===== src/rtl/core/tsop_pkg.sv =====
// shared types and constants for the tcp syn option parser
package tsop_pkg;

    typedef enum logic [1:0] {
        PH_KIND = 2'd0,
        PH_LEN  = 2'd1,
        PH_DATA = 2'd2,
        PH_STOP = 2'd3
    } phase_t;

    localparam logic [7:0]  KIND_EOL    = 8'd0;
    localparam logic [7:0]  KIND_NOP    = 8'd1;
    localparam logic [7:0]  KIND_MSS    = 8'd2;
    localparam logic [7:0]  KIND_WSCALE = 8'd3;
    localparam logic [7:0]  KIND_SACKOK = 8'd4;
    localparam logic [7:0]  KIND_TSTAMP = 8'd8;

    localparam logic [7:0]  LEN_MSS     = 8'd4;
    localparam logic [7:0]  LEN_WSCALE  = 8'd3;
    localparam logic [7:0]  LEN_SACKOK  = 8'd2;
    localparam logic [7:0]  LEN_TSTAMP  = 8'd10;
    localparam logic [7:0]  LEN_MIN     = 8'd2;

    localparam logic [7:0]  NOP_BYTE    = 8'h01;
    localparam logic [7:0]  WSCALE_MAX  = 8'd14;
    localparam logic [15:0] MSS_DEFAULT = 16'd1460;

    localparam int FIFO_DEPTH = 4;
    localparam int FIFO_AW    = $clog2(FIFO_DEPTH);

    typedef struct packed {
        logic [7:0]  out_byte;
        logic        byte_valid;
        logic        packet_done;
        logic [15:0] mss;
        logic        wscale_seen;
        logic [3:0]  wscale;
    } result_t;

    // up to two results per accepted request
    typedef struct packed {
        logic [1:0] count;
        result_t    r0;
        result_t    r1;
    } push_t;

endpackage


===== src/rtl/core/tsop_parse.sv =====
// option byte parse state and per-request result generation
module tsop_parse (
    input  logic              aclk,
    input  logic              aresetn,
    input  logic              accept,
    input  logic [7:0]        opt_byte,
    input  logic [5:0]        bytes_left,
    input  logic              first,
    input  logic [15:0]       mss_limit,
    output tsop_pkg::push_t   push
);

    tsop_pkg::phase_t phase_reg, phase_next;
    logic [7:0]  held_kind_reg, held_kind_next;
    logic [7:0]  kind_reg, kind_next;
    logic [7:0]  size_reg, size_next;
    logic [5:0]  rem_reg, rem_next;
    logic [15:0] mss_val_reg, mss_val_next;
    logic [7:0]  mss_hi_reg, mss_hi_next;
    logic        seen_reg, seen_next;
    logic [3:0]  scale_reg, scale_next;
    logic        blank_reg, blank_next;

    // state after an optional start of packet
    tsop_pkg::phase_t s_phase;
    logic [7:0]  s_held, s_kind, s_size, s_hi;
    logic [5:0]  s_rem;
    logic [15:0] s_mss;
    logic        s_seen, s_blank;
    logic [3:0]  s_scale;

    logic [7:0]  byte0, byte1;
    logic [1:0]  nres;
    logic        done;
    logic        is_blank;
    logic [5:0]  rem_dec;
    logic [15:0] mss_cand;
    tsop_pkg::result_t res_a, res_b;

    always_comb begin
        s_phase = first ? tsop_pkg::PH_KIND : phase_reg;
        s_held  = first ? 8'd0 : held_kind_reg;
        s_kind  = first ? 8'd0 : kind_reg;
        s_size  = first ? 8'd0 : size_reg;
        s_rem   = first ? 6'd0 : rem_reg;
        s_mss   = first ? mss_limit : mss_val_reg;
        s_hi    = first ? 8'd0 : mss_hi_reg;
        s_seen  = first ? 1'b0 : seen_reg;
        s_scale = first ? 4'd0 : scale_reg;
        s_blank = first ? 1'b0 : blank_reg;
    end

    always_comb begin
        phase_next     = s_phase;
        held_kind_next = s_held;
        kind_next      = s_kind;
        size_next      = s_size;
        rem_next       = s_rem;
        mss_val_next   = s_mss;
        mss_hi_next    = s_hi;
        seen_next      = s_seen;
        scale_next     = s_scale;
        blank_next     = s_blank;
        byte0          = opt_byte;
        byte1          = opt_byte;
        nres           = 2'd1;
        done           = (bytes_left == 6'd1);
        is_blank       = 1'b0;
        rem_dec        = s_rem - 6'd1;
        mss_cand       = {s_hi, opt_byte};

        if (bytes_left == 6'd0) begin
            // empty area: one result, no byte
            byte0 = 8'd0;
            done  = 1'b1;
        end else begin
            unique case (s_phase)
                tsop_pkg::PH_KIND: begin
                    if (opt_byte == tsop_pkg::KIND_EOL) begin
                        phase_next = tsop_pkg::PH_STOP;
                    end else if (opt_byte == tsop_pkg::KIND_NOP) begin
                        phase_next = s_phase;
                    end else if (bytes_left == 6'd1) begin
                        phase_next = tsop_pkg::PH_STOP;
                    end else begin
                        held_kind_next = opt_byte;
                        phase_next     = tsop_pkg::PH_LEN;
                        nres           = 2'd0;
                    end
                end
                tsop_pkg::PH_LEN: begin
                    nres  = 2'd2;
                    byte0 = s_held;
                    if (opt_byte < tsop_pkg::LEN_MIN ||
                        {1'b0, opt_byte} > ({3'd0, bytes_left} + 9'd1)) begin
                        phase_next = tsop_pkg::PH_STOP;
                    end else begin
                        is_blank = (s_held == tsop_pkg::KIND_TSTAMP &&
                                    opt_byte == tsop_pkg::LEN_TSTAMP) ||
                                   (s_held == tsop_pkg::KIND_SACKOK &&
                                    opt_byte == tsop_pkg::LEN_SACKOK);
                        kind_next  = s_held;
                        size_next  = opt_byte;
                        blank_next = is_blank;
                        rem_next   = 6'(opt_byte - tsop_pkg::LEN_MIN);
                        phase_next = (rem_next != 6'd0) ? tsop_pkg::PH_DATA
                                                        : tsop_pkg::PH_KIND;
                        if (is_blank) begin
                            byte0 = tsop_pkg::NOP_BYTE;
                            byte1 = tsop_pkg::NOP_BYTE;
                        end
                    end
                end
                tsop_pkg::PH_DATA: begin
                    if (s_kind == tsop_pkg::KIND_MSS && s_size == tsop_pkg::LEN_MSS) begin
                        if (s_rem == 6'd2) begin
                            mss_hi_next = opt_byte;
                        end else if (s_rem == 6'd1) begin
                            mss_val_next = (mss_cand > mss_limit) ? mss_limit : mss_cand;
                        end
                    end else if (s_kind == tsop_pkg::KIND_WSCALE &&
                                 s_size == tsop_pkg::LEN_WSCALE && s_rem == 6'd1) begin
                        seen_next  = 1'b1;
                        scale_next = (opt_byte > tsop_pkg::WSCALE_MAX) ?
                                     tsop_pkg::WSCALE_MAX[3:0] : opt_byte[3:0];
                    end
                    if (s_blank) begin
                        byte0 = tsop_pkg::NOP_BYTE;
                    end
                    rem_next   = rem_dec;
                    phase_next = (rem_dec == 6'd0) ? tsop_pkg::PH_KIND : tsop_pkg::PH_DATA;
                end
                tsop_pkg::PH_STOP: begin
                    phase_next = s_phase;
                end
                default: begin
                    phase_next = s_phase;
                end
            endcase
        end
    end

    // summary travels only on the packet's final result
    always_comb begin
        res_a.out_byte    = byte0;
        res_a.byte_valid  = (bytes_left != 6'd0);
        res_a.packet_done = (nres == 2'd1) ? done : 1'b0;
        res_a.mss         = res_a.packet_done ? mss_val_next : 16'd0;
        res_a.wscale_seen = res_a.packet_done ? seen_next : 1'b0;
        res_a.wscale      = res_a.packet_done ? scale_next : 4'd0;

        res_b.out_byte    = byte1;
        res_b.byte_valid  = 1'b1;
        res_b.packet_done = done;
        res_b.mss         = done ? mss_val_next : 16'd0;
        res_b.wscale_seen = done ? seen_next : 1'b0;
        res_b.wscale      = done ? scale_next : 4'd0;

        push.count = accept ? nres : 2'd0;
        push.r0    = res_a;
        push.r1    = res_b;
    end

    always_ff @(posedge aclk) begin
        if (!aresetn) begin
            phase_reg     <= tsop_pkg::PH_KIND;
            held_kind_reg <= 8'd0;
            kind_reg      <= 8'd0;
            size_reg      <= 8'd0;
            rem_reg       <= 6'd0;
            mss_val_reg   <= tsop_pkg::MSS_DEFAULT;
            mss_hi_reg    <= 8'd0;
            seen_reg      <= 1'b0;
            scale_reg     <= 4'd0;
            blank_reg     <= 1'b0;
        end else if (accept) begin
            phase_reg     <= phase_next;
            held_kind_reg <= held_kind_next;
            kind_reg      <= kind_next;
            size_reg      <= size_next;
            rem_reg       <= rem_next;
            mss_val_reg   <= mss_val_next;
            mss_hi_reg    <= mss_hi_next;
            seen_reg      <= seen_next;
            scale_reg     <= scale_next;
            blank_reg     <= blank_next;
        end
    end

endmodule


===== src/rtl/core/tsop_rfifo.sv =====
// small result queue: two writes, one read per cycle
module tsop_rfifo (
    input  logic                aclk,
    input  logic                aresetn,
    input  tsop_pkg::push_t     push,
    input  logic                pop,
    output logic                has_room,
    output logic                not_empty,
    output tsop_pkg::result_t   head
);

    tsop_pkg::result_t              mem_reg [tsop_pkg::FIFO_DEPTH];
    logic [tsop_pkg::FIFO_AW-1:0]   wr_ptr_reg, wr_ptr_next;
    logic [tsop_pkg::FIFO_AW-1:0]   rd_ptr_reg, rd_ptr_next;
    logic [tsop_pkg::FIFO_AW:0]     count_reg, count_next;
    logic [tsop_pkg::FIFO_AW-1:0]   wr_ptr_inc;
    logic                           do_pop;

    assign not_empty  = (count_reg != '0);
    assign has_room   = (count_reg <= (tsop_pkg::FIFO_AW + 1)'(tsop_pkg::FIFO_DEPTH - 2));
    assign head       = mem_reg[rd_ptr_reg];
    assign do_pop     = pop && not_empty;
    assign wr_ptr_inc = wr_ptr_reg + 1'b1;

    always_comb begin
        wr_ptr_next = wr_ptr_reg + tsop_pkg::FIFO_AW'(push.count);
        rd_ptr_next = rd_ptr_reg + tsop_pkg::FIFO_AW'(do_pop);
        count_next  = count_reg + (tsop_pkg::FIFO_AW + 1)'(push.count)
                    - (tsop_pkg::FIFO_AW + 1)'(do_pop);
    end

    always_ff @(posedge aclk) begin
        if (push.count != 2'd0) begin
            mem_reg[wr_ptr_reg] <= push.r0;
        end
        if (push.count == 2'd2) begin
            mem_reg[wr_ptr_inc] <= push.r1;
        end
    end

    always_ff @(posedge aclk) begin
        if (!aresetn) begin
            wr_ptr_reg <= '0;
            rd_ptr_reg <= '0;
            count_reg  <= '0;
        end else begin
            wr_ptr_reg <= wr_ptr_next;
            rd_ptr_reg <= rd_ptr_next;
            count_reg  <= count_next;
        end
    end

endmodule


===== src/rtl/core/tcp_syn_option_parser.sv =====
// top level of the tcp syn option parser
// a request's results are in the result queue in the cycle after its acceptance
// throughput: one request per cycle; a length byte yields two results, a held kind none
// input ready drops only when the four-entry result queue has fewer than two free slots
// reset (aresetn low, synchronous): parse state to expect kind, queue empty, mss_limit 1460
module tcp_syn_option_parser (
    input  logic        aclk,
    input  logic        aresetn,
    // configuration write: mss_limit
    input  logic        cfg_valid,
    output logic        cfg_ready,
    input  logic [15:0] cfg_data,
    // option byte requests
    input  logic        s_valid,
    output logic        s_ready,
    input  logic [7:0]  s_opt_byte,
    input  logic [5:0]  s_bytes_left,
    input  logic        s_first,
    // result requests
    output logic        m_valid,
    input  logic        m_ready,
    output logic [7:0]  m_out_byte,
    output logic        m_byte_valid,
    output logic        m_packet_done,
    output logic [15:0] m_mss,
    output logic        m_wscale_seen,
    output logic [3:0]  m_wscale
);

    logic [15:0]        mss_limit_reg;
    logic               s_accept;
    logic               room;
    tsop_pkg::push_t    push;
    tsop_pkg::result_t  head;

    // register writes are always taken
    assign cfg_ready = 1'b1;

    always_ff @(posedge aclk) begin
        if (!aresetn) begin
            mss_limit_reg <= tsop_pkg::MSS_DEFAULT;
        end else if (cfg_valid) begin
            mss_limit_reg <= cfg_data;
        end
    end

    // ready depends only on queue fill, never on the output side this cycle
    assign s_ready  = room;
    assign s_accept = s_valid && s_ready;

    // parse state machine and result formation
    tsop_parse u_parse (
        .aclk       (aclk),
        .aresetn    (aresetn),
        .accept     (s_accept),
        .opt_byte   (s_opt_byte),
        .bytes_left (s_bytes_left),
        .first      (s_first),
        .mss_limit  (mss_limit_reg),
        .push       (push)
    );

    // result queue decouples bursts of two results from the one-per-cycle output
    tsop_rfifo u_rfifo (
        .aclk      (aclk),
        .aresetn   (aresetn),
        .push      (push),
        .pop       (m_ready),
        .has_room  (room),
        .not_empty (m_valid),
        .head      (head)
    );

    // result fields straight from the queue head register
    assign m_out_byte    = head.out_byte;
    assign m_byte_valid  = head.byte_valid;
    assign m_packet_done = head.packet_done;
    assign m_mss         = head.mss;
    assign m_wscale_seen = head.wscale_seen;
    assign m_wscale      = head.wscale;

endmodule


===== config.mk =====
export PLATFORM = sky130hd
export DESIGN_NAME = tcp_syn_option_parser
export DESIGN_NICKNAME = d
export VERILOG_FILES = /design/src/rtl/core/tsop_pkg.sv /design/src/rtl/core/tsop_parse.sv /design/src/rtl/core/tsop_rfifo.sv /design/src/rtl/core/tcp_syn_option_parser.sv
export SDC_FILE = /design/constraint.sdc
export NUM_CORES = 1
export LEC_CHECK = 0
export BUFFER_PORTS_ARGS = -buffer_cell sky130_fd_sc_hd__buf_4
export CORE_MARGIN = 3
export CORE_UTILIZATION = 44
export DETAILED_ROUTE_END_ITERATION = 16
export HOLD_SLACK_MARGIN = 0.02
export PLACE_DENSITY = 0.62
export SLEW_MARGIN = 20
export SYNTH_ARGS = -nofsm -noshare
export SYNTH_HDL_FRONTEND = slang
export SYNTH_SLANG_ARGS = --single-unit

===== constraint.sdc =====
create_clock -name aclk -period 5 [get_ports aclk]
set_input_delay 0.75 -clock aclk [delete_from_list [all_inputs] [get_ports aclk]]
set_output_delay 0.75 -clock aclk [all_outputs]
set_load 0.01 [all_outputs]

==> results.sh, run 1 <==
export IMPL_end_kind="flip-flop"
export IMPL_finalMaxSlewViolations=0
export IMPL_clock_latency_ps=520
export IMPL_vias=8546
export IMPL_setup_tns_ps=0
export IMPL_placedCellCount=1366
export IMPL_cts_sinks=209
export IMPL_postCtsSetupRepairBufs=0
export IMPL_syn_to_final_growth_pct=14.5
export IMPL_via_per_inst=6.06
export IMPL_numCtsBuffers=24
export IMPL_antenna_left=0
export IMPL_path_clk_slew_ps=60
export IMPL_multi_input_area_sq_mm=0.00528
export IMPL_arrival_ps=4040
export IMPL_tightestPinTransition_ps=914
export IMPL_leakage_nw=4.79
export IMPL_post_cts_resized=0
export IMPL_avgSynthCellArea_sq_um=10.9
export IMPL_row_count=57
export IMPL_grt_pass1_wl_mm=46.9
export IMPL_antenna_found_initial=0
export IMPL_grt_usage_pct=22.0
export IMPL_power_mw=4.90
export IMPL_synth_cell_type_count=79
export IMPL_stdcell_count=1410
export IMPL_core_sq_mm=0.0246
export IMPL_setup_ws_ps=1180
export IMPL_critPathMaxFanout=29
export IMPL_drt_iter0_markers=1049
export IMPL_start_util_pct=45.2
export IMPL_cts_tree="yes"
export IMPL_grt_pass1_vias=8038
export IMPL_status="finished clean"
export IMPL_power_density_mw_per_mm2=384
export IMPL_post_route_period_util_pct=76.4
export IMPL_hp_class="in2reg"
export IMPL_ys_flop_type="edfxtp_1"
export IMPL_fin_area_sq_mm=0.0127
export IMPL_drive_above_1_share_pct=16.4
export IMPL_syn_area_sq_mm=0.0111
export IMPL_finalNetCount=1144
export IMPL_clock_fmax_ghz=0.262
export IMPL_h_tree_depth=1
export IMPL_syn_inst=1025
export IMPL_grt_max_degree=64
export IMPL_grt_overflow=0
export IMPL_yosys_register_bits=209
export IMPL_largest_reg_flops=124
export IMPL_final_util_pct=51.8
export IMPL_pre_cts_slack_ps=743
export IMPL_hold_viol_final=0
export IMPL_drc=0
export IMPL_place_area_sq_mm=0.0119
export IMPL_dpl_hpwl_mm=20.1
export IMPL_ir_worst_vdd_uv=184
export IMPL_cp_data_required_time_ps=5220
export IMPL_relSlewSlack_pct=39.1
export IMPL_diodes=0
export IMPL_setup_viol=0
export IMPL_chipWidth_um=165
export IMPL_die_h_um=165
export IMPL_period_needed_ps=3820
export IMPL_finClkSkew_ps=14.7
export IMPL_ys_seq_area_share_pct=48.4
export IMPL_fillerInstances=2238
export IMPL_ios=70
export IMPL_firstDrtPassIters=5
export IMPL_ys_warn_count=0
export IMPL_port_buffers=68
export IMPL_synth_fp_nets=1101
export IMPL_maxCapViolCount=0
export IMPL_die_area_sq_mm=0.0272
export IMPL_grt_setup_unrepaired="no"
export IMPL_critical_path_class="in2reg"
export IMPL_cts_root_buf="clkbuf_16"
export IMPL_synth_enable_flop_cells=120
export IMPL_cts_hold_buf=0
export IMPL_gp_congestion=0.946
export IMPL_drt_wl_total_mm=29.8
export IMPL_regArea_sq_mm=0.00539
export IMPL_startpoint_type="primary input"
export IMPL_whs_ps=451
export IMPL_cts_max_path_buffers=3
export IMPL_synthArstFlopShare_pct=0
export IMPL_post_drt_wl_per_cell_um=21.1
-- worst max-delay path, stage by stage --
cell and delay [ps]:
buf_4 210, buf_4 360, nor2b_1 130, ha_1 290, and4_1 230, o21ai_0 90
or3_1 500, and2_1 400, a21oi_2 490, mux2i_1 440, a211oi_1 130
-- layout make-up --
class,count,area share (%)
inverter,42,1.24
clock inverter,7,0.697
sequential,209,42.3
tap,324,3.18
clock buffer,37,5.75
timing repair buffer,88,5.48
multi-input combinational,703,41.4
-- layer usage --
metal	vias to the layer above	track usage (%)	share of wire (%)
met3	37	3.51	7.7
li1	4014	-	-
met4	0	3.70	1.3
met1	4149	33.6	47
met2	346	33.4	44
met5	-	0	0
-- path summary, 6_finish.rpt --
path / to / slack (ps) / cells after the start / startpoint
worst max-delay path: u_rfifo.mem_reg[2][6] / 1180 / 11 / s_first
worst min-delay path: mss_limit_reg[10] / 450 / 3 / cfg_data[10]
worst max register to register: u_rfifo.mem_reg[0][14] / 1480 / 10 / u_parse.mss_hi_reg[5]
worst min register to register: u_parse.mss_hi_reg[3] / 470 / 1 / u_parse.mss_hi_reg[3]
-- cells in the mapped netlist, types with 13 or more instances --
library cell	number	area, sq um
nand2_1	77	289
and2_1	17	106
ha_1	39	488
inv_1	41	154
buf_2	16	80.1
a32o_1	17	170
o21ai_0	53	265
clkbuf_1	45	169
o211ai_1	13	97.6
nand3_1	24	120
nor3_1	38	190
mux2i_1	27	270
nor2_1	64	240
a211oi_1	25	188
a21oi_1	35	175
edfxtp_1	120	3600
a22o_1	36	315
dfxtp_1	89	1780
nor2b_1	36	225
mux4_2	31	698
a22oi_1	20	150
-- report_power, final --
group          switching, mW  total, mW  internal [mW]
clock                  0.685       1.80           1.11
sequential             0.111       2.04           1.93
combinational          0.557       1.06          0.504
-- kinds of logic (layout without fill, tap and decap cells) --
kind of cell	Yosys count	count (layout)	synth area share (%)
AOI/OAI and AO/OA	278	278	18.1
xor gates and xnor gates	16	16	1.26
adders and majority gates	40	40	4.56
buffers and inverters	113	174	4.19
DFF	209	209	48.4
muxes	60	60	8.90
other	1	1	0.0337
and+or+nand+nor	308	308	14.5
-- placed cells by master (no fill, tap or decap), types with 5 or more instances in the layout --
cell type	count
o21ai_0	53
nand2_1	77
buf_4	85
xor2_1	9
and2_1	17
o211a_1	5
ha_1	39
a32o_1	17
nor2_1	64
nor3_1	38
dfxtp_1	88
nand3_1	24
o211ai_1	13
o32a_1	5
a21oi_1	35
clkbuf_16	26
a22o_1	36
a22oi_1	20
o221ai_1	7
inv_1	41
xnor2_1	7
mux2i_1	27
nand4_1	10
a211oi_1	25
o22ai_1	11
mux4_2	31
a2111oi_0	5
nor2b_1	36
edfxtp_1	120
clkbuf_1	6
a21boi_0	8
(Power assumes the default switching activity.)
==> run 2, diff against run 1 <==
==> constraint.sdc (replaced) <==
create_clock -name aclk -period 3.9 [get_ports aclk]
set_input_delay 0.585 -clock aclk [delete_from_list [all_inputs] [get_ports aclk]]
set_output_delay 0.585 -clock aclk [all_outputs]
set_load 0.01 [all_outputs]
==> results.sh, run 2 (synthesis results as in run 1) <==
export IMPL_status="finished clean"
export IMPL_cts_hold_buf=0
export IMPL_cts_tree="yes"
export IMPL_die_area_sq_mm=0.0272
export IMPL_dpl_hpwl_mm=20.2
export IMPL_path_clk_slew_ps=60
export IMPL_grt_usage_pct=22.1
export IMPL_row_count=57
export IMPL_numCtsBuffers=23
export IMPL_hp_class="in2reg"
export IMPL_power_mw=6.00
export IMPL_largest_reg_flops=124
export IMPL_cts_root_buf="clkbuf_16"
export IMPL_grt_pass1_vias=8231
export IMPL_h_tree_depth=1
export IMPL_firstDrtPassIters=6
export IMPL_ios=70
export IMPL_drive_above_1_share_pct=17.5
export IMPL_relSlewSlack_pct=48.6
export IMPL_finalNetCount=1165
export IMPL_cp_data_required_time_ps=4270
export IMPL_end_kind="flip-flop"
export IMPL_fin_area_sq_mm=0.0128
export IMPL_diodes=0
export IMPL_core_sq_mm=0.0246
export IMPL_grt_pass1_wl_mm=47.4
export IMPL_grt_overflow=0
export IMPL_internal_power_mw=4.30
export IMPL_setup_viol=0
export IMPL_postCtsSetupRepairBufs=0
export IMPL_port_buffers=68
export IMPL_drt_wl_total_mm=30.0
export IMPL_post_route_period_util_pct=82.0
export IMPL_cts_max_path_buffers=3
export IMPL_drt_iter0_markers=1003
export IMPL_power_switching_mw=1.71
export IMPL_finClkSkew_ps=10.3
export IMPL_maxCapViolCount=0
export IMPL_start_util_pct=45.2
export IMPL_post_cts_resized=0
export IMPL_crit_path_max_incr_delay_ps=510
export IMPL_place_area_sq_mm=0.0121
export IMPL_fillerInstances=2211
export IMPL_leakage_nw=4.82
export IMPL_critical_path_class="in2reg"
export IMPL_vias=8613
export IMPL_via_per_inst=6.03
export IMPL_critPathMaxFanout=7
export IMPL_ir_worst_vdd_uv=207
export IMPL_antenna_found_initial=0
export IMPL_p_sw_share_pct=28.4
export IMPL_power_density_mw_per_mm2=470
export IMPL_cts_sinks=209
export IMPL_slowest_stage="o31ai_1"
export IMPL_seq_power_share_pct=43.1
export IMPL_combPwrFrac_pct=23.6
export IMPL_finalMaxSlewViolations=0
export IMPL_clock_fmax_ghz=0.313
export IMPL_period_needed_ps=3200
export IMPL_stdcell_count=1429
export IMPL_hold_viol_final=0
export IMPL_final_cell_mix="edfxtp_1 (120), buf_4 (107), dfxtp_1 (88), nand2_1 (77), nor2_1 (64)"
export IMPL_tightestPinTransition_ps=770
export IMPL_post_drt_wl_per_cell_um=21.0
export IMPL_startpoint_type="primary input"
export IMPL_clock_latency_ps=500
export IMPL_final_common_cell="edfxtp_1"
export IMPL_setup_tns_ps=0
export IMPL_clock_power_share_pct=33.3
export IMPL_grt_setup_unrepaired="no"
export IMPL_drc=0
export IMPL_chipWidth_um=165
export IMPL_gp_congestion=0.910
export IMPL_grt_max_degree=64
export IMPL_antenna_left=0
export IMPL_placedCellCount=1388
export IMPL_path_cells="buf_4, and3_1, nand3_1, xor2_1, ha_1, a21o_1, a211o_1, o31ai_1, nand2_1, buf_4, a2111oi_0, o31ai_1"
export IMPL_die_h_um=165
export IMPL_arrival_ps=3570
export IMPL_syn_to_final_growth_pct=14.8
[run 2: per-stage QoR]
step	worst slack (ps)	hold slack [ps]	utilization [%]
floorplan	203	431	-
global placement	140	451	49.1
detailed placement	243	464	49.1
CTS	761	306	51.9
global route	484	325	51.9
finish	701	314	51.9
[run 2: final timing paths]
kind,start,to,slack (ps),depth (start not counted)
worst max-delay path,s_bytes_left[0],u_parse.phase_reg[0],700,12
worst min-delay path,cfg_data[4],mss_limit_reg[4],310,3
worst max register to register,mss_limit_reg[1],u_rfifo.mem_reg[0][6],860,10
worst min register to register,u_parse.mss_val_reg[7],u_parse.mss_val_reg[7],470,2
[run 2: cell type report]
| type | count | area (sq um) | share of cell area [%] |
|---|---|---|---|
| flip-flops and latches | 209 | 5390 | 42.2 |
| multi-input cells | 703 | 5280 | 41.3 |
| repair buffers | 110 | 863 | 6.76 |
| clock buffers | 32 | 609 | 4.77 |
| well taps | 324 | 405 | 3.17 |
| inverters | 42 | 158 | 1.23 |
| clock inverters | 9 | 75.1 | 0.588 |
[run 2: worst max-delay path: cells and delay by family]
family                     cells  cell delay, ps
AOI/OAI and AO/OA              5            1620
xor gates and xnor gates       1             150
buffers and inverters          2             380
and+or+nand+nor                3             570
adders and majority gates      1             260
[run 2: metal layers]
metal  vias to the layer above  global-route usage, %  part of all wire (%)
met5                         -                      0                     0
met4                         0                   3.96                   1.5
met3                        38                   3.89                   7.8
met2                       341                   32.4                    43
met1                      4172                   34.5                    47
li1                       4062                      -                     -
[run 2: power by group through the flow]
stage	Combinational, mW	Sequential [mW]	Clock (mW)
floorplan	0.936	2.58	0
global placement	1.42	2.63	0
detailed placement	1.43	2.63	0
CTS	1.43	2.59	2.03
global route	1.56	2.60	2.12
finish	1.42	2.59	2.00
==> run 3, diff against run 2 <==
==> constraint.sdc (replaced) <==
create_clock -name aclk -period 3.34 [get_ports aclk]
set_input_delay 0.501 -clock aclk [delete_from_list [all_inputs] [get_ports aclk]]
set_output_delay 0.501 -clock aclk [all_outputs]
set_load 0.01 [all_outputs]
==> results.sh, run 3 (synthesis results as in run 1) <==
export IMPL_status="finished clean"
export IMPL_cp_buffers_inverters=3
export IMPL_crit_path_max_incr_delay_ps=420
export IMPL_power_density_mw_per_mm2=541
export IMPL_finClkSkew_ps=18.8
export IMPL_hold_viol_final=0
export IMPL_post_drt_wl_per_cell_um=20.2
export IMPL_clock_fmax_ghz=0.327
export IMPL_drt_iter0_markers=1015
export IMPL_start_util_pct=45.2
export IMPL_dpl_hpwl_mm=20.5
export IMPL_setup_ws_ps=278
export IMPL_period_needed_ps=3060
export IMPL_gp_congestion=0.941
export IMPL_leakage_nw=5.11
export IMPL_grt_max_degree=35
export IMPL_vias=8788
export IMPL_core_sq_mm=0.0246
export IMPL_crit_family="compound AO/OA/AOI/OAI gates"
export IMPL_ios=70
export IMPL_grt_pass1_wl_mm=47.1
export IMPL_grt_setup_unrepaired="no"
export IMPL_ir_worst_vdd_uv=324
export IMPL_cts_tree="yes"
export IMPL_tightestPinTransition_ps=651
export IMPL_internal_power_mw=5.19
export IMPL_startpoint_type="flip-flop"
export IMPL_post_route_period_util_pct=91.7
export IMPL_path_clk_slew_ps=60
export IMPL_pre_cts_slack_ps=-94.0
export IMPL_slowest_stage="dfxtp_1"
export IMPL_syn_to_final_growth_pct=19.5
export IMPL_setup_viol=0
export IMPL_drive_above_1_share_pct=22.5
export IMPL_drc=0
export IMPL_arrival_ps=3320
export IMPL_h_tree_depth=1
export IMPL_final_common_cell="buf_4"
export IMPL_diodes=0
export IMPL_end_kind="flip-flop"
export IMPL_clock_power_share_pct=34.5
export IMPL_port_buffers=68
export IMPL_finalNetCount=1219
export IMPL_critical_path_class="reg2reg"
export IMPL_relSlewSlack_pct=56.1
export IMPL_hp_class="in2reg"
export IMPL_cp_data_required_time_ps=3600
export IMPL_row_count=57
export IMPL_antenna_found_initial=0
export IMPL_finalMaxSlewViolations=0
export IMPL_cts_sinks=209
export IMPL_chipWidth_um=165
export IMPL_maxCapViolCount=0
export IMPL_cp_common_cell="buf_4"
export IMPL_grt_pass1_vias=8360
export IMPL_largest_reg_flops=124
export IMPL_numCtsBuffers=24
export IMPL_drt_wl_total_mm=29.9
export IMPL_place_area_sq_mm=0.0125
export IMPL_die_h_um=165
export IMPL_regArea_sq_mm=0.00539
export IMPL_clock_latency_ps=510
export IMPL_path_cells="inv_1, ha_1, and4_1, nand3b_1, or3_1, buf_4, o21ba_2, o21ai_0, a211oi_2, buf_4, nor2_1"
export IMPL_fillerInstances=2165
export IMPL_firstDrtPassIters=5
export IMPL_power_switching_mw=2.01
export IMPL_cts_root_buf="clkbuf_16"
export IMPL_final_cell_mix="buf_4 (159), edfxtp_1 (120), dfxtp_1 (88), nand2_1 (73), nor2_1 (64)"
export IMPL_seq_power_share_pct=42.0
export IMPL_cts_max_path_buffers=3
export IMPL_critPathMaxFanout=9
export IMPL_combPwrFrac_pct=23.5
export IMPL_fin_area_sq_mm=0.0133
export IMPL_multi_input_area_sq_mm=0.00533
export IMPL_via_per_inst=5.92
export IMPL_grt_overflow=0
export IMPL_cts_hold_buf=0
export IMPL_antenna_left=0
export IMPL_grt_usage_pct=21.9
export IMPL_die_area_sq_mm=0.0272
export IMPL_p_sw_share_pct=27.9
run 3: cell count changes in the layout (fill, tap and decap cells not counted), moves of 2 or more:
cell,previous run,this run
a211oi_2,1,4
a2111oi_0,5,3
buf_4,107,159
nand2_1,77,73
a211oi_1,25,22
a2111oi_2,0,2
clkbuf_1,9,12
clkbuf_16,23,25
clkinv_2,1,3
nand2_2,0,3
clkinv_4,2,0
clkinv_1,5,1
run 3: worst min-delay path, stage by stage:
cell and delay [ps]:
buf_4 70, nand2_1 50, o211ai_1 70
run 3: power by group through the flow:
stage	sequential (mW)	clock, mW	combinational, mW
floorplan	3.01	0	1.10
global placement	3.07	0	1.69
detailed placement	3.07	0	1.70
CTS	3.02	2.53	1.71
global route	3.04	2.63	1.85
finish	3.02	2.49	1.69
run 3: final timing paths:
kind                               from                     to  slack (ps)  cells past startpoint
hold reg to reg   u_parse.mss_hi_reg[3]  u_parse.mss_hi_reg[3]         470                      1
setup reg to reg      mss_limit_reg[15]  u_rfifo.mem_reg[0][9]         280                     11
setup / recovery      mss_limit_reg[15]  u_rfifo.mem_reg[0][9]         280                     11
hold / removal              cfg_data[8]       mss_limit_reg[8]         210                      3
run 3: cell type report:
type                            count  area share (%)
Clock buffer                       38            5.15
Clock inverter                      6           0.442
Inverter                           42            1.19
Multi-Input combinational cell    703            40.1
Sequential cell                   209            40.5
Tap cell                          324            3.05
Timing Repair Buffer              163            9.58
run 3: layer usage:
layer	global-route usage, %	up-vias	share of wire, %
li1	-	4166	-
met3	3.19	33	7.1
met2	32.9	338	44
met1	34.0	4251	48
met4	3.81	0	1.4
met5	0	-	0
run 3: stage by stage:
stage	TNS (ps)	hold slack (ps)	power (mW)	utilization (%)	cells
2_1_floorplan	0	431	4.11	-	1025
3_3_place_gp	-167	449	4.76	51.0	1441
3_5_place_dp	-434	457	4.78	51.0	1441
4_1_cts	0	206	7.26	54.0	1485
5_1_grt	0	248	7.52	54.0	1485
6_report	0	212	7.20	54.0	1485
run 3: repair_timing:
item	4_1_cts	5_1_grt
setup buffers	0	0
endpoints found under the setup margin	0	4
resized for setup	0	1
